`src/hw/rtl/pws_pkg.sv`:
```
`timescale 1ns / 1ps

package pws_pkg;

	// Defaults for the top-level parameters.
	localparam int MAX_MOTIF_LEN_DEF = 32;
	localparam int SCORE_BITS_DEF    = 16;

	// Fixed field widths.
	localparam int CFG_W      = 6;
	localparam int IDX_W      = 5;
	localparam int IN_SCORE_W = 16;
	localparam int BASE_W     = 3;
	localparam int MATCH_W    = 16;
	localparam int RAW_W      = 21;

	// Queue between front and back.
	localparam int QUEUE_DEPTH = 4;
	localparam int QCNT_W      = $clog2(QUEUE_DEPTH + 1);

	localparam logic [CFG_W-1:0] MOTIF_LEN_RST = CFG_W'(1);

	localparam logic ACT_LOAD  = 1'b0;
	localparam logic ACT_SCORE = 1'b1;

	localparam logic [BASE_W-1:0] BASE_A = 3'd0;
	localparam logic [BASE_W-1:0] BASE_C = 3'd1;
	localparam logic [BASE_W-1:0] BASE_G = 3'd2;
	localparam logic [BASE_W-1:0] BASE_T = 3'd3;
	localparam logic [BASE_W-1:0] BASE_N = 3'd4;

	typedef struct packed {
		logic                  action;
		logic [IDX_W-1:0]      entry_index;
		logic [IN_SCORE_W-1:0] score_a;
		logic [IN_SCORE_W-1:0] score_c;
		logic [IN_SCORE_W-1:0] score_g;
		logic [IN_SCORE_W-1:0] score_t;
		logic [BASE_W-1:0]     base;
		logic                  use_complement;
	} in_item_t;

	typedef struct packed {
		logic [MATCH_W-1:0] match_score;
		logic [RAW_W-1:0]   raw_sum;
	} out_item_t;

	typedef enum logic [2:0] {
		BK_ACCUM,
		BK_PREP,
		BK_SCALE,
		BK_DIV,
		BK_DONE
	} back_state_t;

endpackage

```
`src/hw/rtl/pws_ram.sv`:
```
`timescale 1ns / 1ps

module pws_ram #(
	parameter int WIDTH = 96,
	parameter int DEPTH = 32
) (
	input  logic                                   clk,
	input  logic                                   we,
	input  logic [((DEPTH > 1) ? $clog2(DEPTH) : 1)-1:0] waddr,
	input  logic [WIDTH-1:0]                       wdata,
	input  logic [((DEPTH > 1) ? $clog2(DEPTH) : 1)-1:0] raddr,
	output logic [WIDTH-1:0]                       rdata
);

	logic [WIDTH-1:0] mem_q [DEPTH];

	always_ff @(posedge clk) begin
		if (we) begin
			mem_q[waddr] <= wdata;
		end
		rdata <= mem_q[raddr];
	end

endmodule

```
`src/hw/rtl/pws_front.sv`:
```
`timescale 1ns / 1ps

module pws_front import pws_pkg::*; #(
	parameter int MAX_MOTIF_LEN = MAX_MOTIF_LEN_DEF,
	parameter int SCORE_BITS    = SCORE_BITS_DEF
) (
	input  logic                      clk,
	input  logic                      arst_n,
	input  logic                      start,
	input  in_item_t                  item,
	input  logic                      cfg_we,
	input  logic [CFG_W-1:0]          cfg_wdata,
	input  logic [QCNT_W-1:0]         qcount,
	output logic                      busy,
	output logic                      push,
	output logic [2+3*SCORE_BITS-1:0] push_data
);

	localparam int SB    = SCORE_BITS;
	localparam int POS_W = $clog2(MAX_MOTIF_LEN + 1);
	localparam int COL_W = (MAX_MOTIF_LEN > 1) ? $clog2(MAX_MOTIF_LEN) : 1;
	localparam int ROW_W = 6 * SB;

	logic [CFG_W-1:0] len_q;
	logic [POS_W-1:0] pos_q;
	logic             cmp_q;
	logic [POS_W-1:0] len_eff;
	logic             cmp_now;
	logic [POS_W-1:0] rcol;
	logic [COL_W-1:0] rd_col;
	logic [COL_W-1:0] wr_col;
	logic             last_now;
	logic             acc_load;
	logic             acc_score;
	logic [SB-1:0]    ld_score [4];
	logic [SB-1:0]    ld_max;
	logic [SB-1:0]    ld_min;
	logic [ROW_W-1:0] wr_row;
	logic [ROW_W-1:0] rd_row;

	logic              valid_s1;
	logic              first_s1;
	logic              last_s1;
	logic              cmp_s1;
	logic [BASE_W-1:0] base_s1;

	logic [SB-1:0] sa, sc, sg, st, smin, smax, sel;

	// One slot is held back for the item still in the read stage.
	assign busy = ({1'b0, qcount} + (QCNT_W+1)'(valid_s1)) >= (QCNT_W+1)'(QUEUE_DEPTH);

	assign acc_load  = start && !busy && (item.action == ACT_LOAD);
	assign acc_score = start && !busy && (item.action == ACT_SCORE);

	always_ff @(posedge clk or negedge arst_n) begin
		if (!arst_n) begin
			len_q <= MOTIF_LEN_RST;
		end else if (cfg_we) begin
			len_q <= cfg_wdata;
		end
	end

	always_comb begin
		if (len_q == '0) begin
			len_eff = POS_W'(1);
		end else if (int'(len_q) > MAX_MOTIF_LEN) begin
			len_eff = POS_W'(MAX_MOTIF_LEN);
		end else begin
			len_eff = POS_W'(len_q);
		end
	end

	assign cmp_now = (pos_q == '0) ? item.use_complement : cmp_q;

	always_comb begin
		if (!cmp_now) begin
			rcol = pos_q;
		end else if (pos_q < len_eff) begin
			rcol = len_eff - POS_W'(1) - pos_q;
		end else begin
			rcol = '0;
		end
	end

	assign rd_col   = COL_W'(rcol);
	assign last_now = ({1'b0, pos_q} + (POS_W+1)'(1)) >= {1'b0, len_eff};

	// The column index wraps at the matrix depth; built as a small table.
	always_comb begin
		wr_col = '0;
		for (int k = 0; k < 2**IDX_W; k++) begin
			if (item.entry_index == IDX_W'(k)) begin
				wr_col = COL_W'(k % MAX_MOTIF_LEN);
			end
		end
	end

	assign ld_score[0] = SB'(item.score_a);
	assign ld_score[1] = SB'(item.score_c);
	assign ld_score[2] = SB'(item.score_g);
	assign ld_score[3] = SB'(item.score_t);

	always_comb begin
		ld_max = ld_score[0];
		ld_min = ld_score[0];
		for (int k = 1; k < 4; k++) begin
			if (ld_score[k] > ld_max) begin
				ld_max = ld_score[k];
			end
			if (ld_score[k] < ld_min) begin
				ld_min = ld_score[k];
			end
		end
	end

	assign wr_row = {ld_max, ld_min, ld_score[3], ld_score[2], ld_score[1], ld_score[0]};

	pws_ram #(
		.WIDTH(ROW_W),
		.DEPTH(MAX_MOTIF_LEN)
	) u_matrix (
		.clk  (clk),
		.we   (acc_load),
		.waddr(wr_col),
		.wdata(wr_row),
		.raddr(rd_col),
		.rdata(rd_row)
	);

	always_ff @(posedge clk or negedge arst_n) begin
		if (!arst_n) begin
			pos_q    <= '0;
			cmp_q    <= 1'b0;
			valid_s1 <= 1'b0;
		end else begin
			valid_s1 <= acc_score;
			if (acc_score) begin
				cmp_q <= cmp_now;
				pos_q <= last_now ? '0 : pos_q + POS_W'(1);
			end
		end
	end

	always_ff @(posedge clk) begin
		if (acc_score) begin
			first_s1 <= (pos_q == '0);
			last_s1  <= last_now;
			cmp_s1   <= cmp_now;
			base_s1  <= item.base;
		end
	end

	assign sa   = rd_row[SB-1:0];
	assign sc   = rd_row[2*SB-1:SB];
	assign sg   = rd_row[3*SB-1:2*SB];
	assign st   = rd_row[4*SB-1:3*SB];
	assign smin = rd_row[5*SB-1:4*SB];
	assign smax = rd_row[6*SB-1:5*SB];

	// Complement mode swaps A with T and C with G; N and unused codes add the minimum.
	always_comb begin
		unique case (base_s1)
			BASE_A:  sel = cmp_s1 ? st : sa;
			BASE_C:  sel = cmp_s1 ? sg : sc;
			BASE_G:  sel = cmp_s1 ? sc : sg;
			BASE_T:  sel = cmp_s1 ? sa : st;
			default: sel = smin;
		endcase
	end

	assign push      = valid_s1;
	assign push_data = {first_s1, last_s1, sel, smax, smin};

	property p_last_rewinds;
		@(posedge clk) disable iff (!arst_n)
		acc_score && last_now |=> (pos_q == '0);
	endproperty
	a_last_rewinds: assert property (p_last_rewinds)
		else $error("window position did not return to zero after the last base");

	property p_no_load_in_stage;
		@(posedge clk) disable iff (!arst_n)
		acc_load |=> !valid_s1;
	endproperty
	a_no_load_in_stage: assert property (p_no_load_in_stage)
		else $error("load item reached the queue");

endmodule

```
`src/hw/rtl/pws_queue.sv`:
```
`timescale 1ns / 1ps

module pws_queue #(
	parameter int WIDTH = 50,
	parameter int DEPTH = 4
) (
	input  logic                         clk,
	input  logic                         arst_n,
	input  logic                         push,
	input  logic [WIDTH-1:0]             push_data,
	input  logic                         pop,
	output logic [WIDTH-1:0]             pop_data,
	output logic [$clog2(DEPTH+1)-1:0]   count
);

	localparam int PTR_W = (DEPTH > 1) ? $clog2(DEPTH) : 1;
	localparam int CNT_W = $clog2(DEPTH + 1);

	logic [WIDTH-1:0] slot_q [DEPTH];
	logic [PTR_W-1:0] head_q;
	logic [PTR_W-1:0] tail_q;
	logic [CNT_W-1:0] count_q;

	function automatic logic [PTR_W-1:0] ptr_next(input logic [PTR_W-1:0] p);
		ptr_next = (p == PTR_W'(DEPTH - 1)) ? '0 : p + PTR_W'(1);
	endfunction

	always_ff @(posedge clk or negedge arst_n) begin
		if (!arst_n) begin
			head_q  <= '0;
			tail_q  <= '0;
			count_q <= '0;
		end else begin
			if (push) begin
				tail_q <= ptr_next(tail_q);
			end
			if (pop) begin
				head_q <= ptr_next(head_q);
			end
			if (push && !pop) begin
				count_q <= count_q + CNT_W'(1);
			end else if (pop && !push) begin
				count_q <= count_q - CNT_W'(1);
			end
		end
	end

	always_ff @(posedge clk) begin
		if (push) begin
			slot_q[tail_q] <= push_data;
		end
	end

	assign pop_data = slot_q[head_q];
	assign count    = count_q;

	property p_no_overflow;
		@(posedge clk) disable iff (!arst_n)
		push |-> (count_q < CNT_W'(DEPTH));
	endproperty
	a_no_overflow: assert property (p_no_overflow)
		else $error("item pushed into a full queue");

	property p_no_underflow;
		@(posedge clk) disable iff (!arst_n)
		pop |-> (count_q != '0);
	endproperty
	a_no_underflow: assert property (p_no_underflow)
		else $error("item popped from an empty queue");

endmodule

```
`src/hw/rtl/pws_back.sv`:
```
`timescale 1ns / 1ps

module pws_back import pws_pkg::*; #(
	parameter int MAX_MOTIF_LEN = MAX_MOTIF_LEN_DEF,
	parameter int SCORE_BITS    = SCORE_BITS_DEF
) (
	input  logic                      clk,
	input  logic                      arst_n,
	input  logic                      avail,
	input  logic [2+3*SCORE_BITS-1:0] pop_data,
	output logic                      pop,
	output logic                      done,
	output out_item_t                 result
);

	localparam int SB      = SCORE_BITS;
	localparam int ACC_RAW = SB + $clog2(MAX_MOTIF_LEN + 1);
	localparam int ACC_W   = (ACC_RAW > RAW_W) ? ACC_RAW : RAW_W;
	localparam int DCNT_W  = $clog2(MATCH_W);

	back_state_t state_q, state_d;

	logic             in_first, in_last;
	logic [SB-1:0]    in_score, in_max, in_min;

	logic [ACC_W-1:0]         sum_q, max_q, min_q;
	logic [ACC_W-1:0]         num_q, range_q, rem_q;
	logic                     zero_q;
	logic [MATCH_W-1:0]       dlo_q, quo_q;
	logic [DCNT_W-1:0]        cnt_q;
	logic [ACC_W+MATCH_W-1:0] scaled;
	logic [ACC_W:0]           shifted, trial;
	logic                     fits;

	assign in_first = pop_data[2+3*SB-1];
	assign in_last  = pop_data[2+3*SB-2];
	assign in_score = pop_data[3*SB-1:2*SB];
	assign in_max   = pop_data[2*SB-1:SB];
	assign in_min   = pop_data[SB-1:0];

	always_comb begin
		state_d = state_q;
		unique case (state_q)
			BK_ACCUM: begin
				if (avail && in_last) begin
					state_d = BK_PREP;
				end
			end
			BK_PREP:  state_d = BK_SCALE;
			BK_SCALE: state_d = BK_DIV;
			BK_DIV: begin
				if (cnt_q == DCNT_W'(MATCH_W - 1)) begin
					state_d = BK_DONE;
				end
			end
			BK_DONE:  state_d = BK_ACCUM;
			default:  state_d = BK_ACCUM;
		endcase
	end

	always_comb begin
		pop  = 1'b0;
		done = 1'b0;
		unique case (state_q)
			BK_ACCUM: pop  = avail;
			BK_DONE:  done = 1'b1;
			default: begin
				pop  = 1'b0;
				done = 1'b0;
			end
		endcase
	end

	// num * 65535 is num shifted up by the fraction width, minus num.
	assign scaled  = {num_q, MATCH_W'(0)} - (ACC_W+MATCH_W)'(num_q);
	assign shifted = {rem_q, dlo_q[MATCH_W-1]};
	assign trial   = shifted - {1'b0, range_q};
	assign fits    = shifted >= {1'b0, range_q};

	always_ff @(posedge clk or negedge arst_n) begin
		if (!arst_n) begin
			state_q <= BK_ACCUM;
			sum_q   <= '0;
			max_q   <= '0;
			min_q   <= '0;
		end else begin
			state_q <= state_d;
			if (pop) begin
				sum_q <= (in_first ? '0 : sum_q) + ACC_W'(in_score);
				max_q <= (in_first ? '0 : max_q) + ACC_W'(in_max);
				min_q <= (in_first ? '0 : min_q) + ACC_W'(in_min);
			end
		end
	end

	// Every column score lies between its minimum and maximum, so the sum never
	// exceeds the maximum sum and the quotient fits in the 16 fraction bits.
	always_ff @(posedge clk) begin
		unique case (state_q)
			BK_PREP: begin
				range_q <= (max_q > min_q) ? (max_q - min_q) : '0;
				zero_q  <= (max_q <= min_q) || (sum_q <= min_q);
				num_q   <= sum_q - min_q;
			end
			BK_SCALE: begin
				rem_q <= scaled[ACC_W+MATCH_W-1:MATCH_W];
				dlo_q <= scaled[MATCH_W-1:0];
				cnt_q <= '0;
			end
			BK_DIV: begin
				rem_q <= fits ? trial[ACC_W-1:0] : shifted[ACC_W-1:0];
				quo_q <= {quo_q[MATCH_W-2:0], fits};
				dlo_q <= {dlo_q[MATCH_W-2:0], 1'b0};
				cnt_q <= cnt_q + DCNT_W'(1);
			end
			default: begin
			end
		endcase
	end

	assign result.match_score = zero_q ? '0 : quo_q;
	assign result.raw_sum     = sum_q[RAW_W-1:0];

	property p_strobe_single;
		@(posedge clk) disable iff (!arst_n)
		done |=> !done;
	endproperty
	a_strobe_single: assert property (p_strobe_single)
		else $error("result strobe held for more than one cycle");

	property p_prep_after_last;
		@(posedge clk) disable iff (!arst_n)
		(state_q == BK_PREP) |-> $past(pop);
	endproperty
	a_prep_after_last: assert property (p_prep_after_last)
		else $error("division started without a closing base");

	property p_no_pop_while_dividing;
		@(posedge clk) disable iff (!arst_n)
		(state_q == BK_DIV) |-> !pop && !done;
	endproperty
	a_no_pop_while_dividing: assert property (p_no_pop_while_dividing)
		else $error("queue drained or result shown during division");

endmodule

```
`src/hw/rtl/pwm_window_scorer_unit.sv`:
```
`timescale 1ns / 1ps
// Throughput: one item per cycle while the 4-entry queue has room; each window then holds
// the back end during normalization (a 16-step restoring divider), so it pops no further
// bases until that window's result is strobed.
// Reset (arst_n low, asynchronous): window empty, accumulators zero, motif_length 1;
// matrix columns are undefined until loaded. The receiver cannot stall results.
module pwm_window_scorer_unit import pws_pkg::*; #(
	parameter int MAX_MOTIF_LEN = MAX_MOTIF_LEN_DEF,
	parameter int SCORE_BITS    = SCORE_BITS_DEF
) (
	input  logic             clk,
	input  logic             arst_n,
	input  logic             start,
	output logic             busy,
	input  in_item_t         item,
	input  logic             cfg_we,
	input  logic [CFG_W-1:0] cfg_wdata,
	output logic             done,
	output out_item_t        result
);

	localparam int ENT_W = 2 + 3 * SCORE_BITS;

	logic              push;
	logic [ENT_W-1:0]  push_data;
	logic              pop;
	logic [ENT_W-1:0]  pop_data;
	logic [QCNT_W-1:0] qcount;

	pws_front #(
		.MAX_MOTIF_LEN(MAX_MOTIF_LEN),
		.SCORE_BITS   (SCORE_BITS)
	) u_front (
		.clk      (clk),
		.arst_n   (arst_n),
		.start    (start),
		.item     (item),
		.cfg_we   (cfg_we),
		.cfg_wdata(cfg_wdata),
		.qcount   (qcount),
		.busy     (busy),
		.push     (push),
		.push_data(push_data)
	);

	pws_queue #(
		.WIDTH(ENT_W),
		.DEPTH(QUEUE_DEPTH)
	) u_queue (
		.clk      (clk),
		.arst_n   (arst_n),
		.push     (push),
		.push_data(push_data),
		.pop      (pop),
		.pop_data (pop_data),
		.count    (qcount)
	);

	pws_back #(
		.MAX_MOTIF_LEN(MAX_MOTIF_LEN),
		.SCORE_BITS   (SCORE_BITS)
	) u_back (
		.clk     (clk),
		.arst_n  (arst_n),
		.avail   (qcount != '0),
		.pop_data(pop_data),
		.pop     (pop),
		.done    (done),
		.result  (result)
	);

endmodule

```
`config.mk`:
```
export PLATFORM = sky130hd
export DESIGN_NAME = pwm_window_scorer_unit
export DESIGN_NICKNAME = d
export VERILOG_FILES = /design/src/hw/rtl/pws_pkg.sv /design/src/hw/rtl/pws_ram.sv /design/src/hw/rtl/pws_front.sv /design/src/hw/rtl/pws_queue.sv /design/src/hw/rtl/pws_back.sv /design/src/hw/rtl/pwm_window_scorer_unit.sv
export SDC_FILE = /design/constraint.sdc
export NUM_CORES = 2
export LEC_CHECK = 0
export ABC_AREA = 1
export BUFFER_PORTS_ARGS = -buffer_cell sky130_fd_sc_hd__buf_2
export CORE_MARGIN = 1.5
export CORE_UTILIZATION = 40
export CTS_BUF_LIST = sky130_fd_sc_hd__clkbuf_4 sky130_fd_sc_hd__clkbuf_8
export CTS_CLUSTER_DIAMETER = 200
export DETAILED_ROUTE_END_ITERATION = 16
export PLACE_DENSITY = 0.6
export SLEW_MARGIN = 20
export SYNTH_ARGS = -nofsm -noshare
export SYNTH_HDL_FRONTEND = slang
export SYNTH_SLANG_ARGS = --single-unit
```
`constraint.sdc`:
```
create_clock -name clk -period 7.6 [get_ports clk]
set_input_delay 0.38 -clock clk [delete_from_list [all_inputs] [get_ports clk]]
set_output_delay 0.38 -clock clk [all_outputs]
set_load 0.1 [all_outputs]
```
==> reports/qor.txt <==
Clock Skew - 0.122 ns
Seq/Total Area, Yosys - 71.8%
syn_area_per_cell - 12.4 um^2
layout net count - 12400
CP Class - input port to register
Sink Count - 3567
Distinct cells, synth - 66
vias in the first global route - 93800
Place WS - 0.185 ns
Die Span Y - 609 um
Setup violations, final - 0
Die ar. - 0.371 mm^2
Worst-Margin Slew - 1.30 ns
io pins - 123
Max Slew Vio Count - 0
initial core utilization - 40.2%
startpoint class of the critical path - input port
final hold vios - 0
antenna violations before repair - 29
Max-slew headroom - 12.8%
Chip Width - 609 um
post-DR vias/cell - 5.72
CTS Buffer Depth - 4
CTS Root Cell - clkbuf_8
R2R depth - 18
worst min-delay path category - input port to register
port buffer count - 122
setup_tns - 0 ns
slowest stage delay, CP - 0.92 ns
Buf/Inv on CP - 7
vias - 99600
first-pass GRT wire length - 645000 um
Post-synth top flop - edfxtp_1
grt ovf - 0
GRT Overall Usage - 23.4%
synthesized area - 0.147 mm^2
clock-pin slew on the worst setup and hold paths - 0.06 ns
cts bufs inserted - 588
CP top delay family - compound AO/OA/AOI/OAI gates
status - complete, no violations
Yosys top cell area share - 69.0%
reg2reg end - u_front.u_matrix.rdata[88]
synth top area cells - edfxtp_1 69%, o21ai_0 6.3%, nor2_1 5.8%, o22ai_1 4.2%, ha_1 1.9%
drt wl/cell - 25.8 um
Peak Freq - 145 MHz
Critical Path End Type - register
WP data required - 8.39 ns
H-tree levels - 6
Post-Route WL - 449000 um
hold wc startpoint - start
Hold Path Stages - 3
crit path max fanout - 33
drt pass-1 iters - 5
synthesized flop and latch total - 3567
# Post-CTS Setup Buffers - 0
Synth async-reset ratio - 2.52%
Yosys Warn Count - 0
Net Count, Synth - 12100
dpl hpwl - 231000 um
Post-synth EDFFs - 3381
Crit-path slowest cell - o21ai_2
Max Cap Violations - 0
drt first-iter violations - 12500
CTS tree - yes
share of cells above drive strength 1 - 12.1%
DRC errors left - 0
num rows - 222
Yosys top cell by area - edfxtp_1
period utilisation layout - 91.0%
Syn Inst Count - 11800
FF-to-FF Start - u_front.len_q[1]
R2R setup slack - 2.49 ns
area delta synth->final - 13.1%
GP Congestion - 0.880
worst skew pair latency - 1.23 ns
PostCTS Resize Cnt - 0
RSZ-0062 raised after global routing - no
Worst Path Arrival - 7.70 ns
most frequent cell after synthesis - edfxtp_1
Post-DRT Antenna Nets - 0
final worst slack - 0.685 ns
Hold Path Sink - u_front.push
list of most frequent post-synthesis cells - 3381 x edfxtp_1, 2284 x nor2_1, 1863 x o21ai_0
cell repeated most along the worst path - nand2_1
Core Area - 0.366 mm^2
largest net degree at the start of global routing - 202
fin crit period - 6.91 ns
-- metal layers --
metal	vias up	global-route usage [%]	routed length (um)	share of wire, %
li1	44300	-	-	-
met1	49700	32.0	183000	41
met2	4722	37.7	208000	46
met3	868	3.48	40500	9.0
met4	14	8.89	17100	3.8
met5	-	0	100	0.022
-- worst register-to-register path, delay by kind of cell (launching register included) --
family	cells	cell delay, ns
buf+inv	4	1.96
simple gates	5	0.87
compound gates	6	1.12
fa+ha+maj	2	0.49
flops	1	0.39
mux	1	0.20
-- cells in the final DEF, fill, tap and decap left out, types with 96 or more instances in the layout --
| cell | synthesis | routed |
|---|---|---|
| buf_2 | 158 | 121 |
| nor2_1 | 2284 | 2252 |
| edfxtp_1 | 3381 | 3381 |
| buf_4 | 48 | 178 |
| clkbuf_4 | 0 | 209 |
| o22ai_1 | 999 | 998 |
| dlygate4sd3_1 | 0 | 103 |
| a21oi_1 | 222 | 222 |
| clkbuf_8 | 0 | 632 |
| dfxtp_1 | 96 | 96 |
| inv_1 | 363 | 357 |
| nand2_1 | 604 | 602 |
| clkinv_1 | 2 | 115 |
| ha_1 | 222 | 222 |
| o21ai_0 | 1863 | 1846 |
| o21ai_1 | 390 | 391 |
-- cells by family (layout without fill, tap and decap cells) --
| kind of cell | count (synthesis) | count (layout) | share of synthesized area, % |
|---|---|---|---|
| muxes | 93 | 93 | 0.712 |
| xor gates and xnor gates | 118 | 118 | 0.702 |
| AOI/OAI and AO/OA | 3609 | 3609 | 13.4 |
| adders and majority gates | 230 | 230 | 2.00 |
| buffers and inverters | 1144 | 1902 | 3.27 |
| and+or+nand+nor | 3072 | 3072 | 8.07 |
| other | 0 | 5 | 0 |
| DFF | 3567 | 3567 | 71.8 |
-- stage by stage --
stage,area [um^2],std cells,util [%],hold WS (ns)
after global routing,166000,17400,45.5,0.131
final,166000,17400,45.5,0.0905
after CTS,166000,17400,45.5,0.00292
after floorplan,147000,11800,-,0.0844
after global placement,153000,16200,42.0,0.364
after detailed placement,154000,16200,42.0,0.358
-- worst max-delay path by stage --
stage                     startpoint                              to  slack, ns  cells after the start
after CTS                   item[53]   u_front.u_matrix.mem_q[1][87]       0.88                     33
after global placement      item[53]   u_front.u_matrix.mem_q[4][82]       0.13                     33
after detailed placement    item[53]  u_front.u_matrix.mem_q[15][93]       0.19                     32
final                       item[53]   u_front.u_matrix.mem_q[5][95]       0.69                     33
after floorplan             item[65]   u_front.u_matrix.mem_q[0][94]       1.78                     34
after global routing        item[53]   u_front.u_matrix.mem_q[5][95]       0.26                     33
-- area by class of cell --
type | instances | area [um^2]
Clock buffer | 841 | 10300
Antenna cell | 5 | 12.5
Fill cell | 32600 | 199000
Clock inverter | 215 | 1450
Tap cell | 4816 | 6030
Timing Repair Buffer | 471 | 4350
Multi-Input combinational cell | 7122 | 37200
Sequential cell | 3567 | 106000
Inverter | 375 | 1450
-- repair_timing --
item / CTS / global route
endpoints found under the hold margin: 2170 / 0
endpoints found under the setup margin: 0 / 0
hold buffers: 104 / 0
-- registers in the layout, summed over array words and instances (netlist names), 4 cells and up --
register / flops
u_front.u_matrix.mem_q: 3072
u_queue.slot_q: 200
u_front.u_matrix.rdata: 96
u_back.max_q: 22
u_back.min_q: 22
u_back.num_q: 22
u_back.range_q: 22
u_back.rem_q: 22
u_back.sum_q: 22
u_back.dlo_q: 16
u_back.quo_q: 16
u_front.len_q: 6
u_front.pos_q: 6
u_back.cnt_q: 4
Power is left out: the tool's default activity adds up to more than one toggle a clock period on the data nets, which glitch-free logic cannot reach.
